**src/rtl/clc_pkg.sv**
```systemverilog
// Shared types and constants for the connector latch controller.
`default_nettype none

package clc_pkg;

  // Widths of the transaction fields and per-connector counters.
  localparam int MAP_W = 10;
  localparam int CNT_W = 11;
  localparam int ACT_W = 4;
  localparam int LIM_W = 10;
  localparam int CFG_IDX_W = 2;

  localparam logic [CNT_W-1:0] CNT_MAX = '1;

  // Register reset values.
  localparam logic [ACT_W-1:0] ACTIVE_RESET  = 4'd10;
  localparam logic [LIM_W-1:0] LIMIT_RESET   = 10'd100;
  localparam logic [LIM_W-1:0] TIMEOUT_RESET = 10'd100;

  // Configuration register indexes.
  typedef enum logic [CFG_IDX_W-1:0] {
    CFG_ACTIVE_CONNECTORS = 2'd0,
    CFG_BAD_LOCK_LIMIT    = 2'd1,
    CFG_RELEASE_TIMEOUT   = 2'd2
  } cfg_index_t;

  // Per-tick control that the top level hands to one lane.
  typedef struct packed {
    logic active;
    logic present;
    logic mark;
  } lane_ctrl_t;

  // Stored flags of one lane before the tick.
  typedef struct packed {
    logic locked;
    logic pending;
  } lane_state_t;

  // What one lane found for the current tick.
  typedef struct packed {
    logic lock_pulse;
    logic unlock_pulse;
    logic locked_next;
    logic pending_next;
  } lane_result_t;

endpackage

`default_nettype wire

```
**src/rtl/clc_if.sv**
```systemverilog
// Handshake interfaces for the tick, result and configuration channels.
`default_nettype none

interface clc_in_if;
  import clc_pkg::*;
  logic             valid;
  logic             ready;
  logic [MAP_W-1:0] presence_map;
  logic             release_request;
  modport source(output valid, presence_map, release_request, input ready);
  modport sink(input valid, presence_map, release_request, output ready);
endinterface

interface clc_out_if;
  import clc_pkg::*;
  logic             valid;
  logic             ready;
  logic [MAP_W-1:0] lock_pulses;
  logic [MAP_W-1:0] unlock_pulses;
  logic [MAP_W-1:0] locked_map;
  logic [MAP_W-1:0] release_pending_map;
  modport source(output valid, lock_pulses, unlock_pulses, locked_map,
                 release_pending_map, input ready);
  modport sink(input valid, lock_pulses, unlock_pulses, locked_map,
               release_pending_map, output ready);
endinterface

interface clc_cfg_if;
  import clc_pkg::*;
  logic                 valid;
  logic                 ready;
  logic [CFG_IDX_W-1:0] index;
  logic [LIM_W-1:0]     data;
  modport source(output valid, index, data, input ready);
  modport sink(input valid, index, data, output ready);
endinterface

`default_nettype wire

```
**src/rtl/clc_pick.sv**
```systemverilog
// Release request arbiter: marks the lowest-numbered eligible connector.
`default_nettype none

module clc_pick #(
  parameter int CONNECTORS = 10
) (
  input  wire logic                  release_request,
  input  wire logic [CONNECTORS-1:0] candidates,
  output logic      [CONNECTORS-1:0] mark
);
  import clc_pkg::*;

  // Isolate the lowest set bit with a two's complement trick.
  always_comb begin
    if (release_request) begin
      mark = candidates & (~candidates + CONNECTORS'(1));
    end else begin
      mark = '0;
    end
  end

endmodule

`default_nettype wire

```
**src/rtl/clc_lane.sv**
```systemverilog
// One connector lane: latch flags, bad-lock and release-wait counters.
`default_nettype none

module clc_lane (
  input  wire logic                      clk,
  input  wire logic                      rst,
  input  wire logic                      accept,
  input  wire clc_pkg::lane_ctrl_t       ctrl,
  input  wire logic [clc_pkg::LIM_W-1:0] bad_lock_limit,
  input  wire logic [clc_pkg::LIM_W-1:0] release_timeout,
  output clc_pkg::lane_state_t           state,
  output clc_pkg::lane_result_t          result
);
  import clc_pkg::*;

  logic             locked;
  logic             pending;
  logic [CNT_W-1:0] bad_count;
  logic [CNT_W-1:0] wait_count;
  logic             locked_next;
  logic             pending_next;
  logic [CNT_W-1:0] bad_count_next;
  logic [CNT_W-1:0] wait_count_next;

  logic             rel0;
  logic             lk1;
  logic             done;
  logic             rel1;
  logic             lk2;
  logic [CNT_W-1:0] bad_bumped;

  function automatic logic [CNT_W-1:0] bump(input logic [CNT_W-1:0] c);
    return (c < CNT_MAX) ? c + CNT_W'(1) : CNT_MAX;
  endfunction

  // Tick update in the order: lock, release handling, bad-lock check.
  always_comb begin
    rel0 = pending | ctrl.mark;
    result.lock_pulse = !rel0 && ctrl.present && !locked;
    lk1 = locked | result.lock_pulse;
    result.unlock_pulse = rel0 && lk1;
    done = rel0 && ((!ctrl.present && lk1) ||
                    (wait_count > {1'b0, release_timeout}));
    rel1 = rel0 && !done;
    lk2 = lk1 && !done;
    if (rel0) begin
      wait_count_next = bump(done ? '0 : wait_count);
    end else begin
      wait_count_next = '0;
    end
    bad_bumped = bump(bad_count);
    pending_next = rel1;
    if (lk2 && !ctrl.present) begin
      if (bad_bumped > {1'b0, bad_lock_limit}) begin
        bad_count_next = '0;
        pending_next = 1'b1;
      end else begin
        bad_count_next = bad_bumped;
      end
    end else begin
      bad_count_next = '0;
    end
    locked_next = lk2;
    // Inactive lanes keep their state and drive no pulses.
    if (!ctrl.active) begin
      result.lock_pulse = 1'b0;
      result.unlock_pulse = 1'b0;
      locked_next = locked;
      pending_next = pending;
      bad_count_next = bad_count;
      wait_count_next = wait_count;
    end
    result.locked_next = locked_next;
    result.pending_next = pending_next;
  end

  // State registers advance once per accepted tick.
  always_ff @(posedge clk) begin
    if (rst) begin
      locked <= 1'b0;
      pending <= 1'b0;
      bad_count <= '0;
      wait_count <= '0;
    end else if (accept) begin
      locked <= locked_next;
      pending <= pending_next;
      bad_count <= bad_count_next;
      wait_count <= wait_count_next;
    end
  end

  assign state.locked = locked;
  assign state.pending = pending;

endmodule

`default_nettype wire

```
**src/rtl/connector_latch_controller_core.sv**
```systemverilog
// Top level of the connector latch controller: lanes, arbiter and result register.
`default_nettype none

// Each connector has its own lane, and all lanes update in the same cycle, so
// the block takes one tick per clock cycle. The result of a tick is held in an
// output register and appears in the cycle after the tick is accepted; a new tick
// is accepted in the same cycle as the waiting result is taken, so only a
// stalled result register holds the input back. The release request is
// resolved by a lowest-set-bit arbiter ahead of the lanes. The configuration
// channel is always ready and its writes take effect on the next tick.
module connector_latch_controller_core #(
  parameter int CONNECTORS = 10
) (
  input wire logic clk,
  input wire logic rst,
  clc_in_if.sink   item_in,
  clc_out_if.source result_out,
  clc_cfg_if.sink  cfg
);
  import clc_pkg::*;

  logic [ACT_W-1:0] active_connectors;
  logic [LIM_W-1:0] bad_lock_limit;
  logic [LIM_W-1:0] release_timeout;

  logic                  accept;
  logic [CONNECTORS-1:0] candidates;
  logic [CONNECTORS-1:0] mark;
  logic [CONNECTORS-1:0] lock_vec;
  logic [CONNECTORS-1:0] unlock_vec;
  logic [CONNECTORS-1:0] locked_vec;
  logic [CONNECTORS-1:0] pending_vec;
  logic [MAP_W-1:0]      lock_map_next;
  logic [MAP_W-1:0]      unlock_map_next;
  logic [MAP_W-1:0]      locked_map_next;
  logic [MAP_W-1:0]      pending_map_next;

  logic             out_valid;
  logic [MAP_W-1:0] lock_pulses;
  logic [MAP_W-1:0] unlock_pulses;
  logic [MAP_W-1:0] locked_map;
  logic [MAP_W-1:0] release_pending_map;

  // Configuration registers.
  assign cfg.ready = 1'b1;

  always_ff @(posedge clk) begin
    if (rst) begin
      active_connectors <= ACTIVE_RESET;
      bad_lock_limit <= LIMIT_RESET;
      release_timeout <= TIMEOUT_RESET;
    end else if (cfg.valid) begin
      case (cfg.index)
        CFG_ACTIVE_CONNECTORS: active_connectors <= cfg.data[ACT_W-1:0];
        CFG_BAD_LOCK_LIMIT:    bad_lock_limit <= cfg.data;
        CFG_RELEASE_TIMEOUT:   release_timeout <= cfg.data;
        default: ;
      endcase
    end
  end

  // A tick is taken whenever the result register is free or being emptied.
  assign item_in.ready = !out_valid || result_out.ready;
  assign accept = item_in.valid && item_in.ready;

  clc_pick #(.CONNECTORS(CONNECTORS)) u_pick (
    .release_request(item_in.release_request),
    .candidates     (candidates),
    .mark           (mark)
  );

  // One lane per connector.
  for (genvar i = 0; i < CONNECTORS; i++) begin : g_lane
    lane_ctrl_t   ctrl;
    lane_state_t  st;
    lane_result_t res;
    logic         active;

    assign active = 32'(active_connectors) > i;
    if (i < MAP_W) begin : g_pres
      assign ctrl.present = item_in.presence_map[i];
    end else begin : g_nopres
      assign ctrl.present = 1'b0;
    end
    assign ctrl.active = active;
    assign ctrl.mark = mark[i];
    assign candidates[i] = active && st.locked && !st.pending;

    clc_lane u_lane (
      .clk            (clk),
      .rst            (rst),
      .accept         (accept),
      .ctrl           (ctrl),
      .bad_lock_limit (bad_lock_limit),
      .release_timeout(release_timeout),
      .state          (st),
      .result         (res)
    );

    assign lock_vec[i] = res.lock_pulse;
    assign unlock_vec[i] = res.unlock_pulse;
    assign locked_vec[i] = res.locked_next;
    assign pending_vec[i] = res.pending_next;
  end

  // Merge the lane results into the fixed-width maps.
  for (genvar j = 0; j < MAP_W; j++) begin : g_map
    if (j < CONNECTORS) begin : g_used
      assign lock_map_next[j] = lock_vec[j];
      assign unlock_map_next[j] = unlock_vec[j];
      assign locked_map_next[j] = locked_vec[j];
      assign pending_map_next[j] = pending_vec[j];
    end else begin : g_unused
      assign lock_map_next[j] = 1'b0;
      assign unlock_map_next[j] = 1'b0;
      assign locked_map_next[j] = 1'b0;
      assign pending_map_next[j] = 1'b0;
    end
  end

  // Result register.
  always_ff @(posedge clk) begin
    if (rst) begin
      out_valid <= 1'b0;
    end else if (accept) begin
      out_valid <= 1'b1;
    end else if (result_out.ready) begin
      out_valid <= 1'b0;
    end
  end

  always_ff @(posedge clk) begin
    if (accept) begin
      lock_pulses <= lock_map_next;
      unlock_pulses <= unlock_map_next;
      locked_map <= locked_map_next;
      release_pending_map <= pending_map_next;
    end
  end

  assign result_out.valid = out_valid;
  assign result_out.lock_pulses = lock_pulses;
  assign result_out.unlock_pulses = unlock_pulses;
  assign result_out.locked_map = locked_map;
  assign result_out.release_pending_map = release_pending_map;

  // The arbiter never marks more than one connector per tick.
  a_single_mark: assert property (@(posedge clk) disable iff (rst)
    $onehot0(mark))
    else $error("release arbiter marked more than one connector");

  // A connector is never driven closed and open in the same tick.
  a_pulse_excl: assert property (@(posedge clk) disable iff (rst)
    out_valid |-> ((lock_pulses & unlock_pulses) == '0))
    else $error("lock and unlock pulse on the same connector");

  // A connector that got a lock pulse reports locked after the tick.
  a_lock_status: assert property (@(posedge clk) disable iff (rst)
    out_valid |-> ((lock_pulses & ~locked_map) == '0))
    else $error("lock pulse without locked status");

  // A result is only presented after a tick was accepted.
  a_result_src: assert property (@(posedge clk) disable iff (rst)
    $rose(out_valid) |-> $past(accept))
    else $error("result appeared without an accepted tick");

endmodule

`default_nettype wire
```
**src/flat_wrapper.sv**
```systemverilog
// flat-port wrapper written by rule: the top's interface ports become plain ports
module connector_latch_controller_core_flat import clc_pkg::*;
#(
  parameter int CONNECTORS = 10
)
  (clk, rst, item_in_valid, item_in_presence_map, item_in_release_request, item_in_ready, result_out_valid, result_out_lock_pulses, result_out_unlock_pulses, result_out_locked_map, result_out_release_pending_map, result_out_ready, cfg_valid, cfg_index, cfg_data, cfg_ready);
  clc_in_if item_in_i ();
  clc_out_if result_out_i ();
  clc_cfg_if cfg_i ();
  input wire logic clk;
  input wire logic rst;
  input wire logic [$bits(item_in_i.valid)-1:0] item_in_valid;
  input wire logic [$bits(item_in_i.presence_map)-1:0] item_in_presence_map;
  input wire logic [$bits(item_in_i.release_request)-1:0] item_in_release_request;
  output wire logic [$bits(item_in_i.ready)-1:0] item_in_ready;
  output wire logic [$bits(result_out_i.valid)-1:0] result_out_valid;
  output wire logic [$bits(result_out_i.lock_pulses)-1:0] result_out_lock_pulses;
  output wire logic [$bits(result_out_i.unlock_pulses)-1:0] result_out_unlock_pulses;
  output wire logic [$bits(result_out_i.locked_map)-1:0] result_out_locked_map;
  output wire logic [$bits(result_out_i.release_pending_map)-1:0] result_out_release_pending_map;
  input wire logic [$bits(result_out_i.ready)-1:0] result_out_ready;
  input wire logic [$bits(cfg_i.valid)-1:0] cfg_valid;
  input wire logic [$bits(cfg_i.index)-1:0] cfg_index;
  input wire logic [$bits(cfg_i.data)-1:0] cfg_data;
  output wire logic [$bits(cfg_i.ready)-1:0] cfg_ready;
  assign item_in_i.valid = item_in_valid;
  assign item_in_i.presence_map = item_in_presence_map;
  assign item_in_i.release_request = item_in_release_request;
  assign item_in_ready = item_in_i.ready;
  assign result_out_valid = result_out_i.valid;
  assign result_out_lock_pulses = result_out_i.lock_pulses;
  assign result_out_unlock_pulses = result_out_i.unlock_pulses;
  assign result_out_locked_map = result_out_i.locked_map;
  assign result_out_release_pending_map = result_out_i.release_pending_map;
  assign result_out_i.ready = result_out_ready;
  assign cfg_i.valid = cfg_valid;
  assign cfg_i.index = cfg_index;
  assign cfg_i.data = cfg_data;
  assign cfg_ready = cfg_i.ready;
  connector_latch_controller_core #(.CONNECTORS(CONNECTORS)) u_core (.clk(clk), .rst(rst), .item_in(item_in_i), .result_out(result_out_i), .cfg(cfg_i));
endmodule
```
**config.mk**
```make
export PLATFORM = sky130hd
export DESIGN_NAME = connector_latch_controller_core_flat
export DESIGN_NICKNAME = d
export VERILOG_FILES = /design/src/rtl/clc_pkg.sv /design/src/rtl/clc_if.sv /design/src/rtl/clc_pick.sv /design/src/rtl/clc_lane.sv /design/src/rtl/connector_latch_controller_core.sv /design/src/flat_wrapper.sv
export SDC_FILE = /design/constraint.sdc
export NUM_CORES = 1
export LEC_CHECK = 0
export CAP_MARGIN = 20
export CELL_PAD_IN_SITES_DETAIL_PLACEMENT = 1
export CELL_PAD_IN_SITES_GLOBAL_PLACEMENT = 1
export CORE_MARGIN = 4
export CORE_UTILIZATION = 55
export CTS_BUF_LIST = sky130_fd_sc_hd__clkbuf_8
export CTS_CLUSTER_SIZE = 16
export DETAILED_ROUTE_END_ITERATION = 12
export DONT_BUFFER_PORTS = 1
export GPL_TIMING_DRIVEN = 0
export PLACE_DENSITY_LB_ADDON = 0.1
export REMOVE_ABC_BUFFERS = 1
export SYNTH_ARGS = -nofsm -noshare
export SYNTH_HDL_FRONTEND = slang
export SYNTH_SLANG_ARGS = --single-unit
export TNS_END_PERCENT = 20
```
**constraint.sdc**
```tcl
create_clock -name clk -period 9.35 [get_ports clk]
set_input_delay 0.935 -clock clk [delete_from_list [all_inputs] [get_ports clk]]
set_output_delay 0.935 -clock clk [all_outputs]
set_load 0.1 [all_outputs]
```
======== Word level (Yosys, flattened, before mapping) ========
Cells that the tools add are included.
operators by class
  $add $sub $neg .......................... 21
  order comparisons ....................... 50
  equality and inequality tests ........... 2
  multiplexer cells ....................... 103
  bitwise operators ....................... 22
  reduce and logical (&&, ||, !) cells .... 178
operators by type and width
  cell                                                            number
  two-way mux 11 bit                                              60
  adder 11 x 1 -> 11 bit (second input constant)                  20
  greater-than comparator 11 x 10 -> 1 bit                        20
  < comparator 11 bit (second input constant)                     20
  logical AND 1 bit                                               101
  logical NOT 1 bit                                               51
  two-way mux 1 bit                                               42
  AND reduction 2 bit                                             13
  bitwise OR 1 bit                                                20
  greater-than comparator 4 x 3 -> 1 bit (second input constant)  4
  logical OR 1 bit                                                11
  adder 10 x 1 -> 10 bit (second input constant)                  1
  bitwise AND 10 bit                                              1
  two-way mux 10 bit                                              1
  inverter 10 bit                                                 1
  greater-than comparator 4 x 1 -> 1 bit (second input constant)  2
  greater-than comparator 4 x 2 -> 1 bit (second input constant)  2
  greater-than comparator 4 bit (second input constant)           2
  == test 2 x 1 -> 1 bit (second input constant)                  1
  == test 2 bit (second input constant)                           1
  logical NOT 2 bit                                               1
  nonzero test 2 bit                                              1
word-level totals
  bits in registers ....................... 305
  output and inout port bits .............. 43

======== Longest topological paths before layout ========
  depth after elaboration ................. 20
  depth in mapped cells ................... 17

======== By module ========
From an unflattened synthesis, not the netlist that was laid out.
second synthesis, totals
  cells, all modules ...................... 2,854
  area, all modules ....................... 22,907.0 um2
modules (own cells, without submodules)
  module                                  times used  cells an instance  area an instance (um2)
  clc_lane (u_core.g_lane[3].u_lane ...)  6           266                2,023.2
  clc_lane (u_core.g_lane[0].u_lane ...)  3           269                2,050.7
  connector_latch_controller_core         1           170                2,433.6
  clc_lane (u_core.g_lane[8].u_lane)      1           263                2,023.2
  clc_pick                                1           18                 158.9

======== Least setup slack after synthesis ========
Ideal clock, no wire load.
  path kind ............................... input port to flip-flop
  from .................................... input result_out_ready
  to ...................................... register u_core.g_lane[9].u_lane.bad_count[2]
  setup time .............................. 0.117 ns
  arrival ................................. 4.865 ns
  setup slack ............................. 4.369 ns
  cell stages on the path ................. 9
  buffers on the path ..................... 2
  cell sequence ........................... nand2b_1 clkbuf_1 nand2_1 clkinv_1 clkbuf_1 nand2_1 nand2_1 o31ai_1 a22o_1
between the ends
  cells in the longest elaborated chain, start to end .. 3
ends and longest elaborated chain
  what                                  RTL line                               RTL
  start: declaration                    flat_wrapper.sv:21                     input wire logic [$bits(result_out_i.ready)-1:0] result_out_ready;
  logical OR 1 bit                      connector_latch_controller_core.sv:63  assign item_in.ready = !out_valid || result_out.ready;
  via item_in_ready                     flat_wrapper.sv:15                     output wire logic [$bits(item_in_i.ready)-1:0] item_in_ready;
  logical AND 1 bit                     connector_latch_controller_core.sv:64  assign accept = item_in.valid && item_in.ready;
  via u_core.accept                     connector_latch_controller_core.sv:26  logic accept;
  AND reduction 2 bit (no source line)  n/a
  end signal: assignment                clc_lane.sv:87                         bad_count <= bad_count_next;
  end: declaration                      clc_lane.sv:18                         logic [CNT_W-1:0] bad_count;
The timed path passes the listed nets, and every way through them passes these cells.
A chain may end at the register's enable or synchronous reset.

======== Worst setup path after layout ========
  from .................................... register u_core.active_connectors[3]
  to ...................................... register u_core.g_lane[6].u_lane.wait_count[8]
between the ends
  cells in the longest elaborated chain, start to end .. 19
  elaborated cells on any way between the ends .. 39
  classes of those cells .................. add/sub: 2; order compare: 8; mux: 4; bitwise: 4; reduce/logical: 21
ends and longest elaborated chain
  what                                                                  RTL line                               RTL
  start: declaration                                                    connector_latch_controller_core.sv:22  logic [ACT_W-1:0] active_connectors;
  start signal: assignment                                              connector_latch_controller_core.sv:54  CFG_ACTIVE_CONNECTORS: active_connectors <= cfg.data[ACT_W-1:0];
  greater-than comparator 4 x 1 -> 1 bit, or another cell as far along  connector_latch_controller_core.sv:79  assign active = 32'(active_connectors) > i;
  logical AND 1 bit (2 in a row)                                        connector_latch_controller_core.sv:87  assign candidates[i] = active && st.locked && !st.pending;
  inverter 10 bit                                                       clc_pick.sv:16                         mark = candidates & (~candidates + CONNECTORS'(1));
  adder 10 x 1 -> 10 bit                                                clc_pick.sv:16
  bitwise AND 10 bit                                                    clc_pick.sv:16
  two-way mux 10 bit                                                    clc_pick.sv:15                         if (release_request) begin
  bitwise OR 1 bit                                                      clc_lane.sv:38                         rel0 = pending | ctrl.mark;
  logical NOT 1 bit                                                     clc_lane.sv:39                         result.lock_pulse = !rel0 && ctrl.present && !locked;
  logical AND 1 bit (2 in a row)                                        clc_lane.sv:39
  bitwise OR 1 bit                                                      clc_lane.sv:40                         lk1 = locked | result.lock_pulse;
  logical AND 1 bit                                                     clc_lane.sv:42                         done = rel0 && ((!ctrl.present && lk1) ||
  logical OR 1 bit                                                      clc_lane.sv:42
  logical AND 1 bit                                                     clc_lane.sv:42
  two-way mux 11 bit                                                    clc_lane.sv:47                         wait_count_next = bump(done ? '0 : wait_count);
  adder 11 x 1 -> 11 bit / < comparator 11 bit (equally long branches)  clc_lane.sv:33                         return (c < CNT_MAX) ? c + CNT_W'(1) : CNT_MAX;
  two-way mux 11 bit                                                    clc_lane.sv:33
  two-way mux 11 bit                                                    clc_lane.sv:46                         if (rel0) begin
  end signal: assignment                                                clc_lane.sv:88                         wait_count <= wait_count_next;
  end: declaration                                                      clc_lane.sv:19                         logic [CNT_W-1:0] wait_count;
Several ways; a longest one is shown, not always the timed one.

==> key figures <==
STA
  – Worst relative slew slack: 0.306
  – Setup total negative slack: 0 ns
  – Maximum clock skew at final layout: 0.0203 ns
  – Final-report hold violation count: 0
  – Maximum clock rate: 210 MHz
  – Number of failing setup endpoints in the final timing report: 0
  – Worst-margin pin slew: 1.04 ns
  – Final Worst Setup Slack: between 4 and 5 ns
  – Total count of max-transition violations in the final report: 0
  – Share of the cycle needed by the critical path after routing: 0.509
  – RSZ-0062 raised after global routing: no
  – Min Tclk post-route: 4.76 ns

Layout
  – Leading cell type in the layout, fill and taps excluded: sky130_fd_sc_hd__nand2_1
  – Most frequent cells in the layout: sky130_fd_sc_hd__nand2_1 (284), sky130_fd_sc_hd__dfxtp_1 (265), sky130_fd_sc_hd__ha_1 (220)
  – Synth-to-layout area growth: 6.93%
  – Sequential cell area: about 6500 um2
  – Post-layout net count: 2719
  – Final design instance area without fill: 22000 um2
  – Proportion of layout cells with a drive suffix above 1: 0.0545
  – Inserted Diodes: 0
  – Footprint of the multi-input gates: roughly 13000 um2
  – Final cell count without fillers: 2983
  – Number of fill cells in the layout: 4498

Die
  – Effective utilization at floorplan: 0.560
  – Die height: 201 um
  – Core Rows: 70
  – Core region area: 36700 um2
  – Top-level port count: 71
  – Die outline area: just over 40000 um2
  – Die Span X: 201 um

Drt
  – Number of violations reported at the end of detailed-routing iteration 0: 1252
  – DRT Wirelength: 67.6 mm
  – First drt pass iteration count: 5
  – DR DRC count: 0
  – Wirelength per Cell: 22.6 um
  – Vias per cell: 6.64
  – Routed via count: 19800
  – Antenna-violating nets left: 0

Global routing
  – Antenna violations before repair: 0
  – Maximum number of pins on one net before global-route repair: approximately 140
  – Global route overflow: 0
  – Vias in the first global route: 20600
  – GRT Overall Usage: 0.322
  – Global-route wire length before repair: between 100 and 150 mm

Place
  – Area post-placement: around 21000 um2
  – Buffers added on ports: 0
  – Routability congestion estimate from global placement: 0.869
  – Hpwl dp: 46.4 mm
  – # placed instances: 2878
  – Post-placement setup slack: 4.73 ns

Hold path
  – Hold/Removal Path Class: primary input to flip-flop

Synthesis
  – Post-synth ARST share: 0
  – Most used flip-flop cell after synthesis: sky130_fd_sc_hd__dfxtp_1
  – Unique masters post-synth: 93
  – Sequential share of the synthesized area: 0.317
  – Number of storage elements in the synthesis netlist: 305
  – Post-Synthesis Cells: 2489
  – Number of warning messages in the yosys log: 0
  – Avg Cell Area, Syn: roughly 8.3 um2
  – Total standard cell area after synthesis: 20500 um2
  – Count of flip-flops with a built-in enable after synthesis: 40

Clocking
  – Cell chosen for the clock root: sky130_fd_sc_hd__clkbuf_8
  – Bufs on Longest Clock Path: 3
  – Hold buffer count at cts: 0
  – CTS HTree Levels: 2
  – Number of gates resized after cts: 0
  – Total CTS buffers: 57
  – Clock tree from TritonCTS: done
  – Clock-pin slew of the registers on the worst-case setup and hold paths: 0.06 ns
  – CTS sink cnt: 305
  – Clock insertion delay at the later pin of the skew report: about 0.65 ns
  – # Post-CTS Setup Buffers: 0

Power
  – Total power density per cell area: 141 nW/um2
  – IR Drop Worst-Case VDD: 0.0944 mV
  – Static Leakage: 9.42 nW

Critical path
  – Setup Crit Path Kind: flip-flop to flip-flop
  – Worst R2R Setup Slack: 4.59 ns
  – Data arrival time of the critical path: approximately 5.3 ns
  – Type of origin of the critical path: flip-flop
  – Crit path required time: 9.84 ns
  – Kind of end point of the critical path: flip-flop
  – Largest fanout on the critical path: 15

Outcome
  – Run status: finished, final reports clean

Flow run
  – Max-cap violations: 0
synthesized netlist by cell type, types with 13 or more instances:
| cell | count | area (um2) |
|---|---|---|
| sky130_fd_sc_hd__a211oi_1 | 30 | 225 |
| sky130_fd_sc_hd__a21o_1 | 45 | 338 |
| sky130_fd_sc_hd__a21oi_1 | 180 | 901 |
| sky130_fd_sc_hd__a22o_1 | 74 | 648 |
| sky130_fd_sc_hd__a31oi_1 | 44 | 275 |
| sky130_fd_sc_hd__and2_1 | 28 | 175 |
| sky130_fd_sc_hd__and3_1 | 66 | 413 |
| sky130_fd_sc_hd__and4_1 | 15 | 131 |
| sky130_fd_sc_hd__buf_2 | 16 | 80.1 |
| sky130_fd_sc_hd__clkbuf_1 | 55 | 206 |
| sky130_fd_sc_hd__dfxtp_1 | 265 | 5310 |
| sky130_fd_sc_hd__edfxtp_1 | 40 | 1200 |
| sky130_fd_sc_hd__ha_1 | 220 | 2750 |
| sky130_fd_sc_hd__inv_1 | 91 | 342 |
| sky130_fd_sc_hd__mux2i_1 | 13 | 130 |
| sky130_fd_sc_hd__nand2_1 | 284 | 1070 |
| sky130_fd_sc_hd__nand2b_1 | 35 | 219 |
| sky130_fd_sc_hd__nand3_1 | 153 | 766 |
| sky130_fd_sc_hd__nand4_1 | 47 | 294 |
| sky130_fd_sc_hd__nor2_1 | 172 | 646 |
| sky130_fd_sc_hd__nor2b_1 | 33 | 206 |
| sky130_fd_sc_hd__nor3_1 | 80 | 400 |
| sky130_fd_sc_hd__o211ai_1 | 22 | 165 |
| sky130_fd_sc_hd__o21a_1 | 25 | 188 |
| sky130_fd_sc_hd__o21ai_0 | 113 | 566 |
| sky130_fd_sc_hd__o22ai_1 | 13 | 81.3 |
| sky130_fd_sc_hd__o31ai_1 | 25 | 188 |
| sky130_fd_sc_hd__xnor2_1 | 35 | 307 |
| sky130_fd_sc_hd__xor2_1 | 28 | 245 |
registers in the layout, indices dropped and copies added (netlist names), 4 cells and up:
signal and count:
u_core.g_lane.u_lane.bad_count 110, u_core.g_lane.u_lane.wait_count 110, u_core.bad_lock_limit 10, u_core.g_lane.u_lane.locked 10, u_core.g_lane.u_lane.pending 10, u_core.release_timeout 10, u_core.result_out.lock_pulses 10, u_core.result_out.locked_map 10
u_core.result_out.release_pending_map 10, u_core.result_out.unlock_pulses 10, u_core.active_connectors 4
routing by layer:
metal	wire length (um)	GRT usage
met1	28000	0.392
met3	4420	0.0675
met5	0	0
met4	2570	0.125
met2	32600	0.560
final timing paths:
check                                                to                        start  cells after the start
hold reg to reg                u_core.bad_lock_limit[9]     u_core.bad_lock_limit[9]                      2
setup reg to reg  u_core.g_lane[6].u_lane.wait_count[8]  u_core.active_connectors[3]                     13
hold / removal          u_core.g_lane[8].u_lane.pending                          rst                      1
setup / recovery  u_core.g_lane[6].u_lane.wait_count[8]  u_core.active_connectors[3]                     13
final cells by class:
class | count | area share
repair buffers | 7 | 0.00496
clock buffers | 69 | 0.0432
clock inverters | 34 | 0.00644
well taps | 468 | 0.0267
inverters | 92 | 0.0158
flip-flops and latches | 305 | 0.296
multi-input cells | 2008 | 0.607
kinds of logic after synthesis:
| group | Yosys count | share of synthesized area |
|---|---|---|
| AND/OR/NAND/NOR | 984 | 0.238 |
| AO/OA/AOI/OAI | 721 | 0.240 |
| flip-flops | 305 | 0.317 |
| adder cells (fa/ha/maj) | 220 | 0.134 |
| buffers and inverters | 176 | 0.0347 |
| XOR/XNOR | 63 | 0.0269 |
| multiplexers | 19 | 0.00962 |
| other | 1 | 0.000183 |
through the flow:
| step | hold WS (ns) | utilization | power (mW) |
|---|---|---|---|
| 4_1_cts | 0.376 | 0.598 | 3.10 |
| 5_1_grt | 0.370 | 0.598 | 3.20 |
| 6_report | 0.422 | 0.598 | 3.09 |
| 3_3_place_gp | 0.441 | 0.566 | 1.82 |
| 3_5_place_dp | 0.449 | 0.568 | 1.84 |
| 2_1_floorplan | 0.430 | - | 1.73 |
report_power, final:
part	switching (mW)	total [mW]	leakage (nW)	internal [mW]
clock	0.602	1.27	0.635	0.663
sequential	0.143	1.51	2.54	1.36
combinational	0.222	0.317	6.24	0.0949
worst max-delay path, stage by stage, from the launching register on:
cell                       delay [ns]
sky130_fd_sc_hd__dfxtp_1         0.56
sky130_fd_sc_hd__buf_8           0.28
sky130_fd_sc_hd__nor3_2          0.56
sky130_fd_sc_hd__o221a_1         0.66
sky130_fd_sc_hd__and4_1          0.61
sky130_fd_sc_hd__a31o_2          0.39
sky130_fd_sc_hd__nand2_1         0.34
sky130_fd_sc_hd__and2_1          0.29
sky130_fd_sc_hd__ha_1            0.24
sky130_fd_sc_hd__and3_1          0.23
sky130_fd_sc_hd__nand3_1         0.14
sky130_fd_sc_hd__o21bai_1        0.09
sky130_fd_sc_hd__a21oi_1         0.14
sky130_fd_sc_hd__a211oi_1        0.06
(Power assumes the default switching activity.)
